==> config.mk <==
export PLATFORM = sky130hd
export DESIGN_NAME = sdf_search
export DESIGN_NICKNAME = d
export VERILOG_FILES = /design/src/rtl/sdf_pkg.sv /design/src/rtl/sdf_search.sv
export SDC_FILE = /design/constraint.sdc
export NUM_CORES = 1
export LEC_CHECK = 0
export BUFFER_PORTS_ARGS = -buffer_cell sky130_fd_sc_hd__buf_2
export CAP_MARGIN = 20
export CORE_ASPECT_RATIO = 1.25
export CORE_MARGIN = 3
export CORE_UTILIZATION = 35
export CTS_CLUSTER_SIZE = 24
export DETAILED_ROUTE_END_ITERATION = 7
export GPL_ROUTABILITY_DRIVEN = 0
export SLEW_MARGIN = 10
export SYNTH_ARGS = -nofsm -noshare
export SYNTH_HDL_FRONTEND = slang
export SYNTH_SLANG_ARGS = --single-unit
==> constraint.sdc <==
create_clock -name clock -period 4.6 [get_ports clock]
set_clock_uncertainty 0.2 [all_clocks]
set_input_delay 0.46 -clock clock [delete_from_list [all_inputs] [get_ports clock]]
set_output_delay 0.46 -clock clock [all_outputs]
set_load 0.005 [all_outputs]
==> src/rtl/sdf_pkg.sv <==
// Shared types and constants for the stream distinct filter.
// No dependencies; used by sdf_table, sdf_search and stream_distinct_filter.
`default_nettype none
package sdf_pkg;

   localparam int MAX_DISTINCT_DEF = 256;
   localparam int VALUE_W          = 32;
   localparam int COUNT_OUT_W      = 9;

   // Table port strobes from the sequencer
   typedef struct packed {
      logic rd_en;
      logic wr_en;
   } mem_ctl_type;

endpackage
`default_nettype wire

==> src/rtl/sdf_search.sv <==
// Search sequencer: linear scan of the table through one shared comparator,
// append on miss, result beat. Depends on sdf_pkg; drives sdf_table.
`default_nettype none
module sdf_search #(
   parameter int MAX_DISTINCT = sdf_pkg::MAX_DISTINCT_DEF,
   parameter int AW           = $clog2(MAX_DISTINCT),
   parameter int CW           = $clog2(MAX_DISTINCT + 1)
) (
   input  wire                                clock,
   input  wire                                reset,
   input  wire                                start,
   input  wire signed [sdf_pkg::VALUE_W-1:0]  req_value,
   input  wire                                req_first_of_job,
   output logic                               busy,
   output sdf_pkg::mem_ctl_type               mem_ctl,
   output logic [AW-1:0]                      rd_addr,
   output logic [AW-1:0]                      wr_addr,
   output logic [sdf_pkg::VALUE_W-1:0]        wr_data,
   input  wire  [sdf_pkg::VALUE_W-1:0]        rd_data,
   output logic                               rsp_valid,
   output logic signed [sdf_pkg::VALUE_W-1:0] rsp_echo_value,
   output logic                               rsp_is_new,
   output logic [sdf_pkg::COUNT_OUT_W-1:0]    rsp_distinct_count,
   output logic                               rsp_overflow
);

   localparam logic ST_IDLE   = 1'b0;
   localparam logic ST_SEARCH = 1'b1;

   localparam logic [CW-1:0] COUNT_MAX = CW'(MAX_DISTINCT);

   logic                                state_ff, state_in;
   logic [CW-1:0]                       idx_ff, idx_in;
   logic                                pend_ff, pend_in;
   logic [CW-1:0]                       count_ff, count_in;
   logic [sdf_pkg::VALUE_W-1:0]         value_ff, value_in;
   logic                                rsp_valid_ff, rsp_valid_in;
   logic [sdf_pkg::VALUE_W-1:0]         echo_ff, echo_in;
   logic                                is_new_ff, is_new_in;
   logic [sdf_pkg::COUNT_OUT_W-1:0]     dcount_ff, dcount_in;
   logic                                over_ff, over_in;
   logic                                hit;
   logic                                miss;

   assign hit  = pend_ff && (rd_data == value_ff);
   assign miss = !pend_ff && (idx_ff == count_ff);

   always_comb begin
      state_in        = state_ff;
      idx_in          = idx_ff;
      pend_in         = pend_ff;
      count_in        = count_ff;
      value_in        = value_ff;
      rsp_valid_in    = 1'b0;
      echo_in         = echo_ff;
      is_new_in       = is_new_ff;
      dcount_in       = dcount_ff;
      over_in         = over_ff;
      mem_ctl.rd_en   = 1'b0;
      mem_ctl.wr_en   = 1'b0;

      case (state_ff)
         ST_IDLE: begin
            if (start) begin
               value_in = req_value;
               idx_in   = '0;
               pend_in  = 1'b0;
               state_in = ST_SEARCH;
               if (req_first_of_job) begin
                  count_in = '0;
               end
            end
         end
         ST_SEARCH: begin
            if (hit) begin
               rsp_valid_in = 1'b1;
               echo_in      = value_ff;
               is_new_in    = 1'b0;
               over_in      = 1'b0;
               dcount_in    = sdf_pkg::COUNT_OUT_W'(count_ff);
               pend_in      = 1'b0;
               state_in     = ST_IDLE;
            end else if (miss) begin
               rsp_valid_in = 1'b1;
               echo_in      = value_ff;
               is_new_in    = 1'b1;
               state_in     = ST_IDLE;
               // append when there is room, else flag and drop
               if (count_ff < COUNT_MAX) begin
                  mem_ctl.wr_en = 1'b1;
                  count_in      = count_ff + CW'(1);
                  dcount_in     = sdf_pkg::COUNT_OUT_W'(count_ff + CW'(1));
                  over_in       = 1'b0;
               end else begin
                  dcount_in = sdf_pkg::COUNT_OUT_W'(count_ff);
                  over_in   = 1'b1;
               end
            end else if (idx_ff < count_ff) begin
               mem_ctl.rd_en = 1'b1;
               idx_in        = idx_ff + CW'(1);
               pend_in       = 1'b1;
            end else begin
               pend_in = 1'b0;
            end
         end
         default: begin
            state_in = ST_IDLE;
         end
      endcase
   end

   always_ff @(posedge clock) begin
      if (reset) begin
         state_ff     <= ST_IDLE;
         idx_ff       <= '0;
         pend_ff      <= 1'b0;
         count_ff     <= '0;
         rsp_valid_ff <= 1'b0;
      end else begin
         state_ff     <= state_in;
         idx_ff       <= idx_in;
         pend_ff      <= pend_in;
         count_ff     <= count_in;
         rsp_valid_ff <= rsp_valid_in;
      end
   end

   always_ff @(posedge clock) begin
      value_ff  <= value_in;
      echo_ff   <= echo_in;
      is_new_ff <= is_new_in;
      dcount_ff <= dcount_in;
      over_ff   <= over_in;
   end

   assign busy               = (state_ff != ST_IDLE);
   assign rd_addr            = idx_ff[AW-1:0];
   assign wr_addr            = count_ff[AW-1:0];
   assign wr_data            = value_ff;
   assign rsp_valid          = rsp_valid_ff;
   assign rsp_echo_value     = echo_ff;
   assign rsp_is_new         = is_new_ff;
   assign rsp_distinct_count = dcount_ff;
   assign rsp_overflow       = over_ff;

   a_count_bound: assert property (@(posedge clock) disable iff (reset)
      count_ff <= COUNT_MAX)
      else $error("stored count beyond table depth");

   a_rsp_after_search: assert property (@(posedge clock) disable iff (reset)
      rsp_valid_ff |-> ($past(state_ff) == ST_SEARCH) && (state_ff == ST_IDLE))
      else $error("result beat without a finished search");

   a_over_is_new: assert property (@(posedge clock) disable iff (reset)
      (rsp_valid_ff && rsp_overflow) |-> rsp_is_new)
      else $error("overflow on a value already stored");

   a_scan_in_range: assert property (@(posedge clock) disable iff (reset)
      (state_ff == ST_SEARCH) |-> (idx_ff <= count_ff))
      else $error("scan index past stored count");

   a_append_grows: assert property (@(posedge clock) disable iff (reset)
      mem_ctl.wr_en |=> (count_ff == $past(count_ff) + CW'(1)))
      else $error("append did not advance the count");

endmodule
`default_nettype wire

==> flow_summary_export.csv <==
group,metric,value,unit
critical_path,start_kind,"flop",
yosys,syn-cell-area,0.00440,sq mm
critical_path,crit_slowest_cell,"dfxtp_1",
critical_path,cp-end-kind,"primary output",
placement,dpl.cell_count,666,
grt,grt_util_all_layers,16.8,%
floorplanning,ios,163,
yosys,yosysWarnings,0,
grt,grt_pass1_vias,3452,
timing,final_max_slew_viol_count,0,
worst_hold_path,hold_class,"input pin to flop",
timing,fin_crit_sh,69.9,%
grt,overflow,0,
yosys,synthFlopType,"edfxtp_1",
yosys,synthesis.nets,442,
yosys,postSynthCellCount,363,
clock_network,numCtsBuffers,9,
drt,drt-total-wl,11700,um
yosys,synth_area_per_cell,12.1,sq um
timing,rsz0062_at_grt,"no",
drt,drt_iter0_markers,138,
floorplanning,num_rows,45,
critical_path,cp_num_buf_inv,2,
floorplanning,fp.dieH,131,um
power,p_per_area,358,mW/mm^2
placement,place_hpwl,8950,um
power,finalPower,2.00,mW
yosys,yosysSeqAreaShare,60.8,%
floorplanning,core,0.0122,sq mm
drt,viasPerCell,4.94,
grt,grt_pass1_wl,18300,um
floorplanning,floorplan.initialDensity,36.0,%
critical_path,cp_top_family,"simple AND/OR/NAND/NOR gates",
floorplanning,die_w,106,um
timing,final.setup.tns,0,ns
drt,drc,0,
yosys,yosysTopAreaCell,"edfxtp_1",
power,irDropWorstVdd,0.000202,V
placement,port-buffer-count,162,
flow_run,maxCapViolCount,0,
placement,post_dp_cell_area,0.00528,sq mm
grt,grt_max_degree,36,
timing,fmax,311,MHz
clock_network,cts_max_path_buffers,2,
critical_path,cp_max_fo,10,
critical_path,path_cells,"inv_1 > ha_1 > nand3_1 > a21oi_1 > o31ai_1 > nand3_1 > nor2_1 > buf_2",
timing,fin_crit,3.22,ns
drt,ant_nets,0,
critical_path,cp_data_arrival_time,2.56,ns
finish,areaGrowthSynthToFinish,26.8,%
yosys,synthArstFlopShare,0,%
clock_network,clk_pin_slew,0.07,ns
finish,layout_common_cells,"162 x buf_2, 75 x edfxtp_1, 30 x nor2_1, 28 x xnor2_1",
clock_network,cts_tree,"yes",
finish,final_cell_area,0.00558,sq mm
yosys,netlist.area_leader.share,51.2,%
power,p_leak,2.25,nW
finish,diodes,0,
critical_path,critPathRequiredTime,3.94,ns
clock_network,root_buffer,"clkbuf_16",
critical_path,cp_slowest_stage_delay,0.51,ns
drt,dr.pass1.iters,4,
yosys,synth_area_leaders,"edfxtp_1 51%, dfxtp_1 9.6%, xnor2_1 5.6%",
critical_path,critPathKind,"flop to primary output",
yosys,synth_edf_count,75,
critical_path,cpMostUsedCell,"nand3_1",
floorplanning,dieArea,0.0140,sq mm
yosys,synth_cell_types,43,
clock_network,cts-resized-gates,0,
yosys,yosys_register_bits,96,
timing,worstMarginPinSlew,0.507,ns
drt,vias,3370,
finish,layout_commonest_cell,"buf_2",
drt,wl_per_cell,17.2,um
timing,setup_ws,1.38,ns
finish,fin_cells,682,
finish,drive_gt1_share,36.1,%
clock_network,htree_levels,3,
clock_network,post_cts_buffers,0,
grt,grt_antenna_before_repair,0,
timing,setup_viol,0,
timing,final_hold_viol_count,0,
run_status,status,"finished, final reports clean",
timing,slew_headroom,66.1,%
finish,finalNetCount,592,
clock_network,clock_latency,0.34,ns
placement,preCtsSetupSlack,1.64,ns
clock_network,clock-sinks,96,
clock_network,postCtsHoldBufs,0,
==> synth_stat cells, types with 2 or more instances <==
cell,instances
nor4_1,3
a22oi_1,2
o31ai_1,3
nor2_1,30
a21o_1,8
xor2_1,2
nand4b_1,3
buf_2,2
inv_1,13
nor2b_1,5
nand3_1,17
nor3_1,10
clkbuf_1,6
and2_1,4
nand4_1,21
o211ai_1,7
xnor2_1,28
a311oi_1,2
ha_1,11
or3_1,2
o21ai_0,6
nand2b_1,18
and3_1,6
nand3b_1,2
a21oi_1,13
a31oi_1,2
buf_4,17
o2111ai_1,2
dfxtp_1,21
buf_6,2
nand2_1,7
and4_1,3
edfxtp_1,75
==> worst paths after layout <==
check / slack [ns] / depth (start not counted) / to / start
setup / recovery: 1.38 / 8 / mem_ctl[1] / count_ff[2]
hold / removal: 0.09 / 1 / wr_data[10] / req_value[10]
setup reg to reg: 1.74 / 8 / rsp_echo_value[28] / wr_data[10]
hold reg to reg: 0.30 / 0 / rsp_echo_value[23] / wr_data[23]
==> sequential cells by signal (all words and copies together) (netlist names) <==
name	count
rsp_echo_value	32
wr_data	32
count_ff	9
idx_ff	9
rsp_distinct_count	9
busy	1
pend_ff	1
rsp_is_new	1
rsp_overflow	1
rsp_valid	1
==> through the flow <==
step	utilization [%]	hold WS [ns]
CTS	45.7	0.0734
global route	45.7	0.0718
finish	45.7	0.0868
floorplan	-	0.290
detailed placement	43.2	0.280
global placement	43.2	0.278
==> final cells by class <==
class / count / area (sq um)
Clock buffer: 10 / 229
Multi-Input combinational cell: 226 / 1510
Timing Repair Buffer: 166 / 841
Sequential cell: 96 / 2670
Inverter: 14 / 52.6
Clock inverter: 6 / 68.8
Tap cell: 164 / 205
Fill cell: 1174 / 6640
==> power by group <==
group	total (mW)	switching, mW	internal (mW)
Clock	0.751	0.326	0.425
Combinational	0.215	0.120	0.0950
Sequential	1.03	0.0309	1.00
Total	2.00	0.477	1.52
==> cell families after synthesis <==
| family | after synthesis | share of synthesized area, % |
|---|---|---|
| buffers and inverters | 41 | 5.35 |
| XOR/XNOR | 30 | 5.97 |
| AND/OR/NAND/NOR | 135 | 17.1 |
| AO/OA/AOI/OAI | 50 | 7.71 |
| adder cells (fa/ha/maj) | 11 | 3.13 |
| flip-flops | 96 | 60.8 |
==> layer usage <==
| layer | up-vias | track usage, % | share of wire, % |
|---|---|---|---|
| met3 | 4 | 6.78 | 9.4 |
| met2 | 148 | 28.6 | 50 |
| li1 | 1628 | - | - |
| met5 | - | 0 | 0 |
| met4 | 0 | 4.32 | 0.65 |
| met1 | 1590 | 19.7 | 40 |
Power figures use the tool's default switching activity.
